`src/design/assert_macros.svh`:
```
// assertion macros used by stable_priority_queue
// no dependencies; define ASSERT_OFF to compile the checks out
`ifndef ASSERT_MACROS_SVH
`define ASSERT_MACROS_SVH
`ifndef ASSERT_OFF
`define ASSERT_ALWAYS(label, expr, msg) \
  label: assert property (@(posedge clk) disable iff (rst) (expr)) else $error(msg);
`define ASSERT_IMPLY(label, ante, cons, msg) \
  label: assert property (@(posedge clk) disable iff (rst) (ante) |-> (cons)) else $error(msg);
`define ASSERT_NEXT(label, ante, cons, msg) \
  label: assert property (@(posedge clk) disable iff (rst) (ante) |=> (cons)) else $error(msg);
`else
`define ASSERT_ALWAYS(label, expr, msg)
`define ASSERT_IMPLY(label, ante, cons, msg)
`define ASSERT_NEXT(label, ante, cons, msg)
`endif
`endif

```
`src/design/spq_pkg.sv`:
```
// shared constants and types of the stable priority queue
// no dependencies
package spq_pkg;

  localparam int CAPACITY_DEF   = 16;
  localparam int KEY_WIDTH_DEF  = 16;
  localparam int PRIO_WIDTH_DEF = 8;

  localparam int OP_W     = 2;
  localparam int STATUS_W = 2;

  typedef logic [OP_W-1:0]     op_t;
  typedef logic [STATUS_W-1:0] status_t;

  // request operations
  localparam op_t OP_ADD    = 2'd0;
  localparam op_t OP_REMOVE = 2'd1;
  localparam op_t OP_UPDATE = 2'd2;
  localparam op_t OP_SERVE  = 2'd3;

  // result status codes
  localparam status_t ST_OK       = 2'd0;
  localparam status_t ST_EMPTY    = 2'd1;
  localparam status_t ST_NOTFOUND = 2'd2;
  localparam status_t ST_FULL     = 2'd3;

  // command broadcast to every cell of the row
  typedef logic [2:0] cell_op_t;
  localparam cell_op_t CELL_HOLD = 3'd0;
  localparam cell_op_t CELL_SCAN = 3'd1;
  localparam cell_op_t CELL_POP  = 3'd2;
  localparam cell_op_t CELL_DEL  = 3'd3;
  localparam cell_op_t CELL_INS  = 3'd4;

  // control bits handed from one cell to its right neighbour
  typedef struct packed {
    logic valid;
    logic stay;
    logic tok;
    logic tokf;
  } link_t;

endpackage

```
`src/design/spq_if.sv`:
```
// request and result channel interfaces of the stable priority queue
// depends on spq_pkg
interface spq_req_if #(
  parameter int KEY_WIDTH      = spq_pkg::KEY_WIDTH_DEF,
  parameter int PRIORITY_WIDTH = spq_pkg::PRIO_WIDTH_DEF
);
  logic                          valid;
  logic                          ready;
  logic [spq_pkg::OP_W-1:0]      op;
  logic [KEY_WIDTH-1:0]          key;
  logic [PRIORITY_WIDTH-1:0]     priority_req;

  modport source (output valid, op, key, priority_req, input ready);
  modport sink   (input valid, op, key, priority_req, output ready);
endinterface

interface spq_rsp_if #(
  parameter int KEY_WIDTH      = spq_pkg::KEY_WIDTH_DEF,
  parameter int PRIORITY_WIDTH = spq_pkg::PRIO_WIDTH_DEF,
  parameter int OCC_WIDTH      = $clog2(spq_pkg::CAPACITY_DEF + 1)
);
  logic                          valid;
  logic                          ready;
  logic [spq_pkg::STATUS_W-1:0]  status;
  logic [KEY_WIDTH-1:0]          served_key;
  logic [PRIORITY_WIDTH-1:0]     served_priority;
  logic [OCC_WIDTH-1:0]          occupancy;

  modport source (output valid, status, served_key, served_priority, occupancy, input ready);
  modport sink   (input valid, status, served_key, served_priority, occupancy, output ready);
endinterface

```
`src/design/stable_priority_queue.sv`:
```
// stable priority queue: request and result channels over a row of sorting cells
// depends on spq_pkg, spq_if, spq_cell and assert_macros.svh
//
// usage
// - req carries op, key and priority_req; rsp returns status, served_key,
//   served_priority and occupancy, one result for every request
// - entries sit in a row of CAPACITY cells in ascending priority order,
//   equal priorities in arrival order; cell 0 is the front
// - add: insert in one row-wide shift (S_INS), then the result (S_DONE)
// - serve: front is read, the row shifts left once (S_POP), then S_DONE
// - remove and update: the match token walks the row one cell a cycle
//   (S_SCAN) to find the first equal key, which S_CHK deletes; update then inserts
// - remove and serve on an empty queue skip the walk and the shift; update
//   on an empty queue skips the walk and goes straight to the insert
// - one request is in work at a time; req.ready is high only while idle, so the
//   next request is taken once the previous one has finished
// - a finished result waits in the rsp register; a new request is still
//   taken while it waits, and its result holds until rsp is drained
// - rst (synchronous, active high) empties the queue and drops any
//   pending result; the row needs no clearing pass
`include "assert_macros.svh"

module stable_priority_queue #(
  parameter int CAPACITY       = spq_pkg::CAPACITY_DEF,
  parameter int KEY_WIDTH      = spq_pkg::KEY_WIDTH_DEF,
  parameter int PRIORITY_WIDTH = spq_pkg::PRIO_WIDTH_DEF
) (
  input logic       clk,
  input logic       rst,
  spq_req_if.sink   req,
  spq_rsp_if.source rsp
);
  import spq_pkg::*;

  localparam int CW = $clog2(CAPACITY + 1);   // occupancy width
  localparam int IW = $clog2(CAPACITY);       // walk step counter width

  // controller states
  localparam logic [2:0] S_IDLE = 3'd0;
  localparam logic [2:0] S_SCAN = 3'd1;
  localparam logic [2:0] S_CHK  = 3'd2;
  localparam logic [2:0] S_POP  = 3'd3;
  localparam logic [2:0] S_INS  = 3'd4;
  localparam logic [2:0] S_DONE = 3'd5;

  logic [2:0]    state;
  logic [CW-1:0] count;
  logic [IW-1:0] scnt;
  logic          rsp_valid;

  // request being worked on
  op_t                       cur_op;
  logic [KEY_WIDTH-1:0]      cur_key;
  logic [PRIORITY_WIDTH-1:0] cur_prio;
  status_t                   status;
  logic [KEY_WIDTH-1:0]      served_key;
  logic [PRIORITY_WIDTH-1:0] served_prio;

  // result register
  status_t                   rsp_status;
  logic [KEY_WIDTH-1:0]      rsp_key;
  logic [PRIORITY_WIDTH-1:0] rsp_prio;
  logic [CW-1:0]             rsp_occ;

  // row of cells
  link_t                     links [CAPACITY];
  logic [KEY_WIDTH-1:0]      keys  [CAPACITY];
  logic [PRIORITY_WIDTH-1:0] prios [CAPACITY];
  logic [CAPACITY-1:0]       valid_vec;
  link_t                     head;
  cell_op_t                  cell_op;
  logic                      found;
  logic                      full;
  logic                      req_take;
  logic                      rsp_free;

  assign req.ready = (state == S_IDLE);
  assign req_take  = req.valid && req.ready;
  assign rsp_free  = !rsp_valid || rsp.ready;
  assign full      = (count == CW'(CAPACITY));
  // the token has left the last cell carrying whether any cell matched
  assign found     = links[CAPACITY-1].tokf;

  // cell 0 sees an empty left neighbour that always keeps its place
  assign head.valid = 1'b0;
  assign head.stay  = 1'b1;
  assign head.tok   = (state == S_SCAN) && (scnt == '0);
  assign head.tokf  = 1'b0;

  always_comb begin
    unique case (state)
      S_SCAN:  cell_op = CELL_SCAN;
      S_CHK:   cell_op = found ? CELL_DEL : CELL_HOLD;
      S_POP:   cell_op = CELL_POP;
      S_INS:   cell_op = full ? CELL_HOLD : CELL_INS;
      default: cell_op = CELL_HOLD;
    endcase
  end

  for (genvar i = 0; i < CAPACITY; i++) begin : g_cell
    link_t                     l_link;
    logic [KEY_WIDTH-1:0]      l_key;
    logic [PRIORITY_WIDTH-1:0] l_prio;
    logic                      r_valid;
    logic [KEY_WIDTH-1:0]      r_key;
    logic [PRIORITY_WIDTH-1:0] r_prio;

    if (i == 0) begin : g_first
      assign l_link = head;
      assign l_key  = '0;
      assign l_prio = '0;
    end else begin : g_inner_l
      assign l_link = links[i-1];
      assign l_key  = keys[i-1];
      assign l_prio = prios[i-1];
    end

    if (i == CAPACITY - 1) begin : g_last
      assign r_valid = 1'b0;
      assign r_key   = '0;
      assign r_prio  = '0;
    end else begin : g_inner_r
      assign r_valid = links[i+1].valid;
      assign r_key   = keys[i+1];
      assign r_prio  = prios[i+1];
    end

    spq_cell #(
      .KEY_WIDTH      (KEY_WIDTH),
      .PRIORITY_WIDTH (PRIORITY_WIDTH)
    ) u_cell (
      .clk         (clk),
      .rst         (rst),
      .op          (cell_op),
      .new_key     (cur_key),
      .new_prio    (cur_prio),
      .left        (l_link),
      .left_key    (l_key),
      .left_prio   (l_prio),
      .right_valid (r_valid),
      .right_key   (r_key),
      .right_prio  (r_prio),
      .link        (links[i]),
      .key         (keys[i]),
      .prio        (prios[i])
    );

    assign valid_vec[i] = links[i].valid;
  end

  // control: state, occupancy, walk counter, result valid
  always_ff @(posedge clk) begin
    if (rst) begin
      state     <= S_IDLE;
      count     <= '0;
      scnt      <= '0;
      rsp_valid <= 1'b0;
    end else begin
      // a finished result loads the rsp register, else a taken one empties it
      if ((state == S_DONE) && rsp_free) begin
        rsp_valid <= 1'b1;
      end else if (rsp.ready) begin
        rsp_valid <= 1'b0;
      end
      unique case (state)
        S_IDLE: begin
          if (req_take) begin
            scnt <= '0;
            unique case (req.op) inside
              OP_ADD: state <= S_INS;
              OP_REMOVE, OP_UPDATE: begin
                if (count == '0) begin
                  state <= (req.op == OP_UPDATE) ? S_INS : S_DONE;
                end else begin
                  state <= S_SCAN;
                end
              end
              default: state <= (count == '0) ? S_DONE : S_POP;
            endcase
          end
        end
        S_SCAN: begin
          scnt <= scnt + IW'(1);
          if (scnt == IW'(CAPACITY - 1)) state <= S_CHK;
        end
        S_CHK: begin
          if (found) count <= count - CW'(1);
          state <= (cur_op == OP_UPDATE) ? S_INS : S_DONE;
        end
        S_POP: begin
          count <= count - CW'(1);
          state <= S_DONE;
        end
        S_INS: begin
          if (!full) count <= count + CW'(1);
          state <= S_DONE;
        end
        S_DONE: begin
          if (rsp_free) state <= S_IDLE;
        end
        default: state <= S_IDLE;
      endcase
    end
  end

  // request payload, status and result fields
  always_ff @(posedge clk) begin
    case (state)
      S_IDLE: begin
        if (req_take) begin
          cur_op      <= req.op;
          cur_key     <= req.key;
          cur_prio    <= req.priority_req;
          served_key  <= '0;
          served_prio <= '0;
          // empty queue answers remove, update and serve with its own code
          status <= ((req.op != OP_ADD) && (count == '0)) ? ST_EMPTY : ST_OK;
        end
      end
      S_CHK: begin
        if (!found) status <= ST_NOTFOUND;
      end
      S_POP: begin
        served_key  <= keys[0];
        served_prio <= prios[0];
      end
      S_INS: begin
        if (full) status <= ST_FULL;
      end
      S_DONE: begin
        if (rsp_free) begin
          rsp_status <= status;
          rsp_key    <= served_key;
          rsp_prio   <= served_prio;
          rsp_occ    <= count;
        end
      end
      default: ;
    endcase
  end

  assign rsp.valid           = rsp_valid;
  assign rsp.status          = rsp_status;
  assign rsp.served_key      = rsp_key;
  assign rsp.served_priority = rsp_prio;
  assign rsp.occupancy       = rsp_occ;

  // occupancy never passes the row length
  `ASSERT_ALWAYS(a_count_bound, count <= CW'(CAPACITY), "occupancy above capacity")
  // occupied cells form an unbroken run from the front
  `ASSERT_ALWAYS(a_valid_prefix, ((valid_vec + CAPACITY'(1)) & valid_vec) == '0, "gap in row")
  // occupancy counter agrees with the cells
  `ASSERT_ALWAYS(a_count_match, $countones(valid_vec) == int'(count), "count mismatch")
  // the token walk ends after the last cell
  `ASSERT_NEXT(a_scan_end, (state == S_SCAN) && (scnt == IW'(CAPACITY - 1)), state == S_CHK, "walk overran")
  // a result appears only from the completion step
  `ASSERT_IMPLY(a_rsp_source, $rose(rsp_valid), $past(state) == S_DONE, "stray result")

endmodule

```
`src/design/spq_cell.sv`:
```
// one slot of the sorted row: holds an entry and trades it with its neighbours
// depends on spq_pkg
module spq_cell #(
  parameter int KEY_WIDTH      = spq_pkg::KEY_WIDTH_DEF,
  parameter int PRIORITY_WIDTH = spq_pkg::PRIO_WIDTH_DEF
) (
  input  logic                      clk,
  input  logic                      rst,
  input  spq_pkg::cell_op_t         op,
  input  logic [KEY_WIDTH-1:0]      new_key,
  input  logic [PRIORITY_WIDTH-1:0] new_prio,
  input  spq_pkg::link_t            left,
  input  logic [KEY_WIDTH-1:0]      left_key,
  input  logic [PRIORITY_WIDTH-1:0] left_prio,
  input  logic                      right_valid,
  input  logic [KEY_WIDTH-1:0]      right_key,
  input  logic [PRIORITY_WIDTH-1:0] right_prio,
  output spq_pkg::link_t            link,
  output logic [KEY_WIDTH-1:0]      key,
  output logic [PRIORITY_WIDTH-1:0] prio
);
  import spq_pkg::*;

  logic valid;
  logic tok;
  logic tokf;
  logic sh;
  logic match;
  logic stay;

  assign match = valid && (key == new_key);
  // entry keeps its slot on insert when it sorts at or before the new one
  assign stay  = valid && (prio <= new_prio);

  assign link.valid = valid;
  assign link.stay  = stay;
  assign link.tok   = tok;
  assign link.tokf  = tokf;

  always_ff @(posedge clk) begin
    if (rst) begin
      valid <= 1'b0;
      tok   <= 1'b0;
      tokf  <= 1'b0;
      sh    <= 1'b0;
    end else begin
      tok <= (op == CELL_SCAN) ? left.tok : 1'b0;
      case (op)
        CELL_SCAN: begin
          // token passes once; remember whether this slot is at or past the hit
          if (left.tok) begin
            tokf <= left.tokf | match;
            sh   <= left.tokf | match;
          end
        end
        CELL_POP: valid <= right_valid;
        CELL_DEL: begin
          if (sh) valid <= right_valid;
        end
        CELL_INS: begin
          if (!stay) valid <= left.stay | left.valid;
        end
        default: ;
      endcase
    end
  end

  always_ff @(posedge clk) begin
    case (op)
      CELL_POP: begin
        key  <= right_key;
        prio <= right_prio;
      end
      CELL_DEL: begin
        if (sh) begin
          key  <= right_key;
          prio <= right_prio;
        end
      end
      CELL_INS: begin
        if (!stay) begin
          if (left.stay) begin
            key  <= new_key;
            prio <= new_prio;
          end else begin
            key  <= left_key;
            prio <= left_prio;
          end
        end
      end
      default: ;
    endcase
  end

endmodule
```
`src/flat_wrapper.sv`:
```
// flat-port wrapper written by rule: the top's interface ports become plain ports
module stable_priority_queue_flat import spq_pkg::*;
#(
  parameter int CAPACITY       = spq_pkg::CAPACITY_DEF,
  parameter int KEY_WIDTH      = spq_pkg::KEY_WIDTH_DEF,
  parameter int PRIORITY_WIDTH = spq_pkg::PRIO_WIDTH_DEF
)
  (clk, rst, req_valid, req_op, req_key, req_priority_req, req_ready, rsp_valid, rsp_status, rsp_served_key, rsp_served_priority, rsp_occupancy, rsp_ready);
  spq_req_if #(.KEY_WIDTH(KEY_WIDTH), .PRIORITY_WIDTH(PRIORITY_WIDTH)) req_i ();
  spq_rsp_if #(.KEY_WIDTH(KEY_WIDTH), .PRIORITY_WIDTH(PRIORITY_WIDTH)) rsp_i ();
  input logic clk;
  input logic rst;
  input wire logic [$bits(req_i.valid)-1:0] req_valid;
  input wire logic [$bits(req_i.op)-1:0] req_op;
  input wire logic [$bits(req_i.key)-1:0] req_key;
  input wire logic [$bits(req_i.priority_req)-1:0] req_priority_req;
  output wire logic [$bits(req_i.ready)-1:0] req_ready;
  output wire logic [$bits(rsp_i.valid)-1:0] rsp_valid;
  output wire logic [$bits(rsp_i.status)-1:0] rsp_status;
  output wire logic [$bits(rsp_i.served_key)-1:0] rsp_served_key;
  output wire logic [$bits(rsp_i.served_priority)-1:0] rsp_served_priority;
  output wire logic [$bits(rsp_i.occupancy)-1:0] rsp_occupancy;
  input wire logic [$bits(rsp_i.ready)-1:0] rsp_ready;
  assign req_i.valid = req_valid;
  assign req_i.op = req_op;
  assign req_i.key = req_key;
  assign req_i.priority_req = req_priority_req;
  assign req_ready = req_i.ready;
  assign rsp_valid = rsp_i.valid;
  assign rsp_status = rsp_i.status;
  assign rsp_served_key = rsp_i.served_key;
  assign rsp_served_priority = rsp_i.served_priority;
  assign rsp_occupancy = rsp_i.occupancy;
  assign rsp_i.ready = rsp_ready;
  stable_priority_queue #(.CAPACITY(CAPACITY), .KEY_WIDTH(KEY_WIDTH), .PRIORITY_WIDTH(PRIORITY_WIDTH)) u_core (.clk(clk), .rst(rst), .req(req_i), .rsp(rsp_i));
endmodule
```
`config.mk`:
```
export PLATFORM = sky130hd
export DESIGN_NAME = stable_priority_queue_flat
export DESIGN_NICKNAME = d
export VERILOG_FILES = /design/src/design/spq_pkg.sv /design/src/design/spq_if.sv /design/src/design/stable_priority_queue.sv /design/src/design/spq_cell.sv /design/src/flat_wrapper.sv
export VERILOG_INCLUDE_DIRS = /design/src /design/src/design
export SDC_FILE = /design/constraint.sdc
export NUM_CORES = 1
export LEC_CHECK = 0
export BUFFER_PORTS_ARGS = -buffer_cell sky130_fd_sc_hd__clkbuf_2
export CELL_PAD_IN_SITES_DETAIL_PLACEMENT = 0
export CELL_PAD_IN_SITES_GLOBAL_PLACEMENT = 1
export CORE_UTILIZATION = 51
export DETAILED_ROUTE_END_ITERATION = 12
export HOLD_SLACK_MARGIN = 0.05
export PLACE_DENSITY = 0.83
export SLEW_MARGIN = 20
export SYNTH_ARGS = -nofsm -noshare
export SYNTH_HDL_FRONTEND = slang
export SYNTH_SLANG_ARGS = --single-unit
```
`constraint.sdc`:
```
create_clock -name clk -period 5.1 [get_ports clk]
set_input_delay 0.255 -clock clk [delete_from_list [all_inputs] [get_ports clk]]
set_output_delay 0.255 -clock clk [all_outputs]
set_load 0.01 [all_outputs]
```
# Word level (Yosys, flattened, before mapping)
# Cells that the tools add are included.
totals:
  regBits: 527
  inputBits: 30
  output_inout_bits: 33
  wordCells: 505
op_classes:
  add_sub_neg: 3
  order_cmp: 16
  n_eq_ne: 69
  mux: 202
  bitwise: 31
  reduce_logical: 91
op_table:
  columns: ["operator", "n"]
  rows:
  - ["two-way mux 16 bit", 48]
  - ["one-hot mux 16 bit (3 select lines)", 16]
  - ["two-way mux 8 bit", 48]
  - ["one-hot mux 8 bit (3 select lines)", 16]
  - ["equality test 16 bit", 16]
  - ["<= comparator 8 bit", 16]
  - ["inequality test 2 bit, second input constant", 37]
  - ["AND reduction 3 bit", 18]
  - ["one-hot mux 1 bit (3 select lines)", 16]
  - ["AND reduction 2 bit", 20]
  - ["two-way mux 1 bit", 37]
  - ["logical AND 1 bit", 36]
  - ["one-hot mux 16 bit (2 select lines)", 1]
  - ["OR 1 bit", 30]
  - ["two-way mux 3 bit", 6]
  - ["one-hot mux 8 bit (2 select lines)", 1]
  - ["one-hot mux 3 bit (5 select lines)", 1]
  - ["one-hot mux 5 bit (3 select lines)", 1]
  - ["equality test 3 x 2 -> 1 bit, second input constant", 4]
  - ["one-hot mux 3 bit (4 select lines)", 1]
  - ["two-way mux 5 bit", 2]
  - ["equality test 3 bit, second input constant", 3]
  - ["nonzero test 3 bit", 3]
  - ["two-way mux 2 bit", 4]
  - ["other kinds (23)", 31]

# Longest topological paths before layout
# Gate-level depths: netlist (run 1).
depth:
  ltp_word: 6
  mapped_depth: 11
  ltp_nobuf: 9

# Hierarchy
# Synthesis (run 1) repeated with hierarchy kept, for this count alone.
unflattened:
  cells_unflattened: 3103
  hier_area_um2: 32865.3
modules_own_cells:
  columns: ["mod", "n_inst", "cells_each", "area_each_um2", "seq_area_each_um2"]
  rows:
  - ["spq_cell", 16, 179, 1824.2, 780.7]
  - ["stable_priority_queue", 1, 239, 3677.3, 2752.6]

# Least setup slack after synthesis (run 1)
# OpenSTA, ideal clock, no wires.
synth_timing:
  kind: "reg-to-reg"
  startpoint: "register u_core.cur_prio[1]"
  endpoint: "register u_core.g_cell[11].u_cell.key[0] (enable)"
  setup_ns: 0.440
  t_arrival_ns: 4.142
  t_required_ns: 4.660
  path_slack_ns: 0.518
  stages_incl_launch_ff: 10
  n_path_buf: 2
  synth_period_minus_slack_ns: 4.582
  cell_sequence: "edfxtp_1 -> clkbuf_1 -> clkbuf_1 -> inv_1 -> ha_1 -> nor2b_1 -> o211ai_1 -> a211oi_1 -> or3_1 -> nor3b_1"
synth_between:
  elab_chain_cells: 4
synth_lines:
  columns: ["item", "line", "text"]
  rows:
  - ["from (decl)", "stable_priority_queue.sv:54", "logic [PRIORITY_WIDTH-1:0] cur_prio;"]
  - ["from (signal assigned)", "stable_priority_queue.sv:213", "cur_prio <= req.priority_req;"]
  - ["<= comparator 8 bit", "spq_cell.sv:33", "assign stay = valid && (prio <= new_prio);"]
  - ["logical AND 1 bit", "spq_cell.sv:33", null]
  - ["inequality test 2 bit (no source line)", null, null]
  - ["AND reduction 3 bit (no source line)", null, null]
  - ["to (signal assigned)", "spq_cell.sv:71", "key <= right_key;"]
  - ["to (signal assigned)", "spq_cell.sv:76", "key <= right_key;"]
  - ["to (signal assigned)", "spq_cell.sv:83", "key <= new_key;"]
  - ["to (decl)", "spq_cell.sv:19", "output logic [KEY_WIDTH-1:0] key,"]
# Every way passes these cells.
# A chain may end at the register's enable or synchronous reset.

# Worst setup path after layout (run 1)
layout_timing:
  startpoint: "register u_core.cur_prio[1]"
  endpoint: "register u_core.g_cell[4].u_cell.key[4] (enable)"
layout_between:
  elab_chain_cells: 4
layout_lines:
  columns: ["item", "line"]
  rows:
  - ["<= comparator 8 bit", "spq_cell.sv:33"]
  - ["logical AND 1 bit", "spq_cell.sv:33"]
  - ["inequality test 2 bit (no source line)", null]
  - ["AND reduction 3 bit (no source line)", null]
  - ["to (signal assigned)", "spq_cell.sv:71"]
  - ["to (signal assigned)", "spq_cell.sv:76"]
  - ["to (signal assigned)", "spq_cell.sv:83"]
  - ["to (decl)", "spq_cell.sv:19"]
# Every way passes these cells.

==> run metrics, run 1 <==
Hold WC Path Type=primary input to flop; wire length per cell=around 28 um; fin crit share=77.04%; met2 Use GR=51.44%; worst-margin pin slew=~1.1 ns; reg2reg end=u_core.g_cell[4].u_cell.key[4]; Vert. Die Dim=256.7 um; area grow syn2layout=9.714%; Routed WL=roughly 120,000 um; worst-path fanout max=25; count of final max-slew check failures=0; Most used DFF post-synth=edfxtp_1; Core Region=about 64,000 um2; Post-DP HPWL=between 80,000 and 90,000 um; Tmin final=3.929 ns; Synth warnings=0; Residual DRC=0; RSZ-0062 raised after global routing=no; Synth area leaders=edfxtp_1, nand4_1, o31ai_1, a31oi_1, xnor2_1; Yosys top cell by area=edfxtp_1; crit-path most repeated cell=buf_4; Synth Area per Inst=approximately 9.6 um2; asr flop ratio synth=0%; vias in the first global route=roughly 28k; GRT busiest layer=met2; DRT Pass-1 Iters=8; number of CTS-inserted buffers=between 50 and 60; Starting Density=around half; placed cell area=between 30,000 and 40,000 um2; Worst IR Drop VDD=between 0.3 and 0.4 mV; pwr/cell area=between 600 and 700 nW/um2; Yosys reg bits=527; Clock transition at path regs=0.06 ns; Highest Clock Rate=~0.25 GHz; crit path capture type=flop; initial antenna violation count=1; Setup Crit Path Kind=flop to flop; hold path depth=2; GRT Total Usage=34.69%; GR Util met1=a little under half; Worst path slowest cell=nor3b_2; # port buffers=62; DP Worst Slack=1.315 ns; CTS tree=built; reg-to-reg startpoint=u_core.cur_prio[1]; post-route ant nets=0; r2r setup slk=~1.2 ns; Max Cap Viol=0; fill count=roughly 5.6k; max_slew headroom=~25%; Final Hold Vio Count=0; CP startpoint kind=flop; register area share after synthesis=between 40 and 50%; # hold bufs at CTS=28; routed vias=roughly 30k; clock sinks=around 530; count leader, synth=edfxtp_1; commonest cells in the netlist=edfxtp_1, nand4_1, nor2_1; DIE AREA=65,910 um2; first-pass GRT wire length=around 180,000 um; Via density=slightly above 7; DR iter-0 viols=roughly 4.4k; data arrival time of the worst path=between 4 and 5 ns; LEAKAGE=about 0.011 uW; synthesized area=approximately 33,000 um2; Post-Syn Instances=between 3k and 4k; post-route cell area=36,300 um2; final worst slack=about 1.2 ns; setup TNS=0 ns; n_diodes=0; Setup Skew=approximately 0.047 ns; crit-path cells=buf_4 -> inv_1 -> buf_4 -> ha_1 -> nor2b_1 -> o211ai_1 -> a211oi_2 -> buf_4 -> or3_1 -> nor3b_2 -> buf_4; hold path startpoint=req_key[0]; # rows=93; number of top-level pins=between 60 and 70; nets@finish=3,480; share of layout cells above drive strength 1=a little under a tenth; Synth top area share=42.38%; EDFF count, synth=about 470; endpoints failing setup=0; post-CTS sizing=0; CTS H-tree lvls=2; GR Util met3=between 7 and 8%; largest net degree at the start of global routing=87; CP max stage delay=0.65 ns; Clock Latency Late Sink=approximately 0.68 ns; Final GP Congestion=~0.94; Syn Nets=3,599; Distinct cells, synth=57; FF-to-FF path depth=11; status=finished clean; Hold Path End=u_core.cur_key[0]; CP Data Required Time=between 5 and 6 ns; clk buf depth=3; Power, Total=about 24,000 uW; global route overflow=0; setup bufs post-CTS=0; Die W=about 260 um; CTS root buf=clkbuf_16
## layout make-up
| class | count | area, um2 | share of cell area, % |
|---|---|---|---|
| clock inverters | 32 | 440.4 | 1.213 |
| clock buffers | 78 | 1617 | 4.453 |
| multi-input cells | 2462 | 16210 | 44.66 |
| well taps | 855 | 1070 | 2.947 |
| repair buffers | 211 | 1536 | 4.232 |
| flip-flops and latches | 527 | 15230 | 41.94 |
| inverters | 53 | 201.4 | 0.5549 |
## layer usage
metal,routed length [um],up-vias
met5,0,-
met4,6775,0
met3,14600,468
met2,51080,2204
met1,45820,14480
li1,-,13140
## cells in the final DEF (no fill, tap or decap), drive strengths merged, types with 14 or more instances in the layout
cell,count
nor4,19
nor3b,15
o31ai,336
nand3,45
and3,26
nand4,412
o211ai,15
ha,136
inv,54
buf,121
a31oi,370
a21oi,80
and2,14
nor2,385
nor2b,33
edfxtp,467
clkinv,19
clkbuf,140
xor2,15
a311oi,16
dlygate4sd3,28
a211o,27
dfxtp,60
or3,15
nand2,130
o21ai,77
xnor2,244
a211oi,16
## where the power goes
| part | internal [uW] | switching, uW |
|---|---|---|
| Clock | 2640 | 1890 |
| Combinational | 3410 | 6980 |
| Sequential | 7180 | 2020 |
## logic make-up (layout without fill, tap and decap cells)
kind of cell / count (synthesis) / count (layout) / share of synthesized area, %
AO/OA/AOI/OAI: 951 / 951 / 19.27
multiplexers: 1 / 1 / 0.03025
AND/OR/NAND/NOR: 1114 / 1114 / 17.16
flip-flops: 527 / 527 / 46.01
adder cells (fa/ha/maj): 137 / 137 / 5.203
XOR/XNOR: 259 / 259 / 6.855
buffers and inverters: 443 / 374 / 5.471
## per-stage QoR
step,cells,utilization [%],hold slack [ns]
6_report,4218,56.52,0.2932
5_1_grt,4218,56.52,0.2930
4_1_cts,4218,56.52,0.2676
3_5_place_dp,4080,52.88,0.4045
3_3_place_gp,4080,52.88,0.4044
2_1_floorplan,3432,-,0.3539
## critical path, delay by kind of cell (launching register included)
family,cells,cell delay (ns)
buffers and inverters,5,1.67
DFF,1,0.33
adders and majority gates,1,0.29
AOI/OAI and AO/OA,2,0.35
and+or+nand+nor,3,0.95
## flip-flops by register name, summed over array words and instances (netlist names), 3 cells and up
| name | count |
|---|---|
| u_core.cur_key | 16 |
| u_core.g_cell.u_cell.key | 256 |
| u_core.g_cell.u_cell.sh | 16 |
| u_core.state | 3 |
| u_core.g_cell.u_cell.tok | 15 |
| u_core.g_cell.u_cell.valid | 16 |
| u_core.served_key | 16 |
| u_core.scnt | 4 |
| u_core.rsp.occupancy | 5 |
| u_core.count | 5 |
| u_core.cur_prio | 8 |
| u_core.served_prio | 8 |
| u_core.rsp.served_priority | 8 |
| u_core.rsp.served_key | 16 |
| u_core.g_cell.u_cell.prio | 128 |
## worst max-delay path by stage
stage / start / endpoint / cells after the start
floorplan: u_core.cur_prio[1] / u_core.g_cell[11].u_cell.key[0] / 9
global placement: u_core.cur_prio[1] / u_core.g_cell[4].u_cell.key[2] / 11
detailed placement: u_core.cur_prio[1] / u_core.g_cell[4].u_cell.key[4] / 11
CTS: u_core.cur_prio[1] / u_core.g_cell[4].u_cell.key[4] / 11
global route: u_core.cur_prio[4] / u_core.g_cell[4].u_cell.key[0] / 10
finish: u_core.cur_prio[1] / u_core.g_cell[4].u_cell.key[4] / 11
Note: power is estimated with default switching activity, not from simulation.
==> inputs of run 2 (changes only) <==
--- a/config.mk
+++ b/config.mk
@@ -6,13 +6,14 @@
 export SDC_FILE = /design/constraint.sdc
 export NUM_CORES = 1
 export LEC_CHECK = 0
+export ABC_AREA = 1
 export BUFFER_PORTS_ARGS = -buffer_cell sky130_fd_sc_hd__clkbuf_2
 export CELL_PAD_IN_SITES_DETAIL_PLACEMENT = 0
 export CELL_PAD_IN_SITES_GLOBAL_PLACEMENT = 1
-export CORE_UTILIZATION = 51
+export CORE_UTILIZATION = 48
 export DETAILED_ROUTE_END_ITERATION = 12
 export HOLD_SLACK_MARGIN = 0.05
-export PLACE_DENSITY = 0.83
+export PLACE_DENSITY = 0.82
 export SLEW_MARGIN = 20
 export SYNTH_ARGS = -nofsm -noshare
 export SYNTH_HDL_FRONTEND = slang
==> constraint.sdc (replaced) <==
create_clock -name clk -period 3.7 [get_ports clk]
set_input_delay 0.185 -clock clk [delete_from_list [all_inputs] [get_ports clk]]
set_output_delay 0.185 -clock clk [all_outputs]
set_load 0.01 [all_outputs]
==> run 2 against run 1 <==
  * Maximum frequency up 16%
  * Cell count up 28%
  * Register-to-register slack worse by 0.86 ns
  * Sequential share of layout area down 1.0 points
  * Utilization down 2.6 points
  * Final area up 2.4%
  * Clock skew down 0.0044 ns
  * Die area up 7.7%
  * First-iteration DRC count down 14%
  * Combinational power up 26%
==> run metrics, run 2 <==
Most used DFF post-synth=edfxtp_1; Starting Density=between 40% and 50%; CP Data Required Time=roughly 4.1 ns; largest net degree at the start of global routing=220; area of the multi-input gates=15,160 um2; Biggest register=u_core.g_cell.u_cell.key; largest family of logic cells by synthesized area=simple AND/OR/NAND/NOR gates; Residual DRC=0; Die W=approximately 270 um; crit path capture type=flop; Worst IR Drop VDD=0.4687 mV; # port buffers=62; GRT Total Usage=a little under a third; Vert. Die Dim=approximately 270 um; data arrival time of the worst path=around 3.8 ns; number of top-level pins=between 60 and 70; Synth area leaders=edfxtp_1, nand2_1, nand3_1, inv_1, ha_1; count leader, synth=nand2_1; # hold bufs at CTS=28; synthesized area=approximately 34,000 um2; Synth Area in Simple Gates=~31%; post-CTS sizing=0; nets@finish=4,573; routed vias=~30k; Setup Skew=between 0.04 and 0.05 ns; Synth warnings=0; Clock Latency Late Sink=between 0.6 and 0.7 ns; clk buf depth=3; Power, Total=a little over 30,000 uW; count of final max-slew check failures=0; Synth top area share=a little over two fifths; register area share after synthesis=45.35%; Yosys top cell by area=edfxtp_1; Clock transition at path regs=roughly 0.060 ns; RSZ-0062 raised after global routing=no; Synth Area in Compound Gates=6.381%; CTS root buf=clkbuf_16; Final Non-Filler Cells=between 5k and 6k; number of CTS-inserted buffers=61; post-route ant nets=0; vias in the first global route=between 20k and 30k; number of flip-flops in the largest register=about 260; FF-to-FF path depth=11; Yosys reg bits=roughly 530; area grow syn2layout=10.79%; EDFF count, synth=roughly 470; worst-path fanout max=24; hold path depth=3; Cells after DPL=approximately 5.2k; Final Hold Vio Count=0; XOR/XNOR share of the synthesized area=between 2 and 2.5%; clock sinks=around 530; worst-margin pin slew=between 1 and 1.5 ns; Syn Nets=about 4.6k; n_diodes=0; Core Region=68,950 um2; Hold Path End=u_core.state[2]; status=finished clean; Final GP Congestion=approximately 0.89; most common cell after layout, fill and taps aside=nand2_1; asr flop ratio synth=0%; pwr/cell area=just over 800 nW/um2; most frequent cells in the layout=nand2_1, nand3_1, inv_1; fin crit share=91.67%; setup bufs post-CTS=0; Via density=approximately 5.7; post-route cell area=~37,000 um2; max_slew headroom=between 20% and 30%; DR iter-0 viols=roughly 3.8k; Post-DP HPWL=slightly below 80,000 um; wire length per cell=~21 um; global route overflow=0; Max Cap Viol=0; Post-Syn Instances=~4.4k; endpoints failing setup=0; Synth Area per Inst=7.606 um2; Tmin final=3.392 ns; initial antenna violation count=0; placed cell area=~35,000 um2; DIE AREA=between 70,000 and 80,000 um2; reg-to-reg startpoint=u_core.cur_prio[5]; setup TNS=0 ns; reg2reg end=u_core.g_cell[9].u_cell.prio[2]; Distinct cells, synth=43; share of layout cells above drive strength 1=about 7.4%; r2r setup slk=around 0.31 ns; CP startpoint kind=flop; # rows=96; first-pass GRT wire length=173,600 um; Setup Crit Path Kind=flop to flop; fill count=6,719; CTS H-tree lvls=2; LEAKAGE=between 0.015 and 0.02 uW; post-synthesis adder-cell area fraction=under 10%; hold path startpoint=rst; FF+latch area=between 15,000 and 20,000 um2; DRT Pass-1 Iters=6; commonest cells in the netlist=nand2_1, nand3_1, inv_1; mux cell area share after synthesis=0%; Highest Clock Rate=0.2948 GHz; CTS tree=built; Routed WL=about 110,000 um; Hold WC Path Type=primary input to flop; largest registers=u_core.g_cell.u_cell.key: 256 flops, u_core.g_cell.u_cell.prio: 128 flops
==> run 2: cell count changes in the layout (fill, tap and decap cells not counted), moves of 93 or more <==
cell,previous run,this run
inv_1,52,501
o31ai_1,336,2
nand4_1,412,22
xnor2_1,244,24
a31oi_1,369,1
nand3_1,45,752
nand2_1,130,1407
nor2_1,381,238
o22ai_1,0,93
==> run 2: metal layers <==
layer  GRT usage, %  share of wire, %  up-vias
met5              0                 0        -
met4          10.52               3.1        0
met3          4.281               9.8      209
met2          45.70                42     1470
met1          48.68                45    14270
li1               -                 -    14510
==> run 2: worst max-delay path: stages (launching register included) <==
cell      delay, ns
edfxtp_1       0.33
clkinv_1       0.58
ha_1           0.58
nand2_1        0.05
nor2_1         0.13
nand2_1        0.08
nand2_1        0.05
nand2_1        0.23
nand2_1        0.75
nand2_1        0.16
nand3_1        0.12
nand2_1        0.07
==> run 2: area by class of cell <==
type	instances	area share, %
Timing Repair Buffer	214	4.427
Clock inverter	47	1.218
Inverter	524	5.315
Clock buffer	69	4.212
Multi-Input combinational cell	3078	40.76
Sequential cell	527	40.93
Tap cell	931	3.132
==> run 2: kinds of logic after synthesis <==
group	Yosys count
AND/OR/NAND/NOR	2486
buffers and inverters	809
XOR/XNOR	81
adder cells (fa/ha/maj)	137
AO/OA/AOI/OAI	374
flip-flops	527
==> run 2: how the worst max path moves through the flow <==
stage                       startpoint                              end  slack, ns  cells past startpoint
floorplan           u_core.cur_prio[7]   u_core.g_cell[0].u_cell.key[0]      0.009                      9
global placement    u_core.cur_prio[5]   u_core.g_cell[4].u_cell.key[5]       0.46                     12
detailed placement  u_core.cur_prio[5]  u_core.g_cell[4].u_cell.key[13]       0.38                     12
CTS                 u_core.cur_prio[5]  u_core.g_cell[4].u_cell.key[13]       0.35                     12
global route        u_core.cur_prio[5]  u_core.g_cell[5].u_cell.key[13]       0.06                     12
finish              u_core.cur_prio[5]  u_core.g_cell[9].u_cell.prio[2]       0.31                     11
==> run 2: power breakdown <==
group	switching (uW)	internal (uW)	leakage, uW
combinational	9040	4060	0.0113
clock	2680	3530	0.000977
sequential	1950	9170	0.00479
total	13700	16800	0.0170
==> run 2: stage by stage <==
step           hold WS [ns]  util (%)  setup WS [ns]
2_1_floorplan        0.2839         -       0.008556
3_3_place_gp         0.3625     50.60         0.4600
3_5_place_dp         0.3636     50.60         0.3837
4_1_cts             0.07873     53.93         0.3453
5_1_grt              0.1095     53.95        0.06024
6_report             0.1272     53.95         0.3083
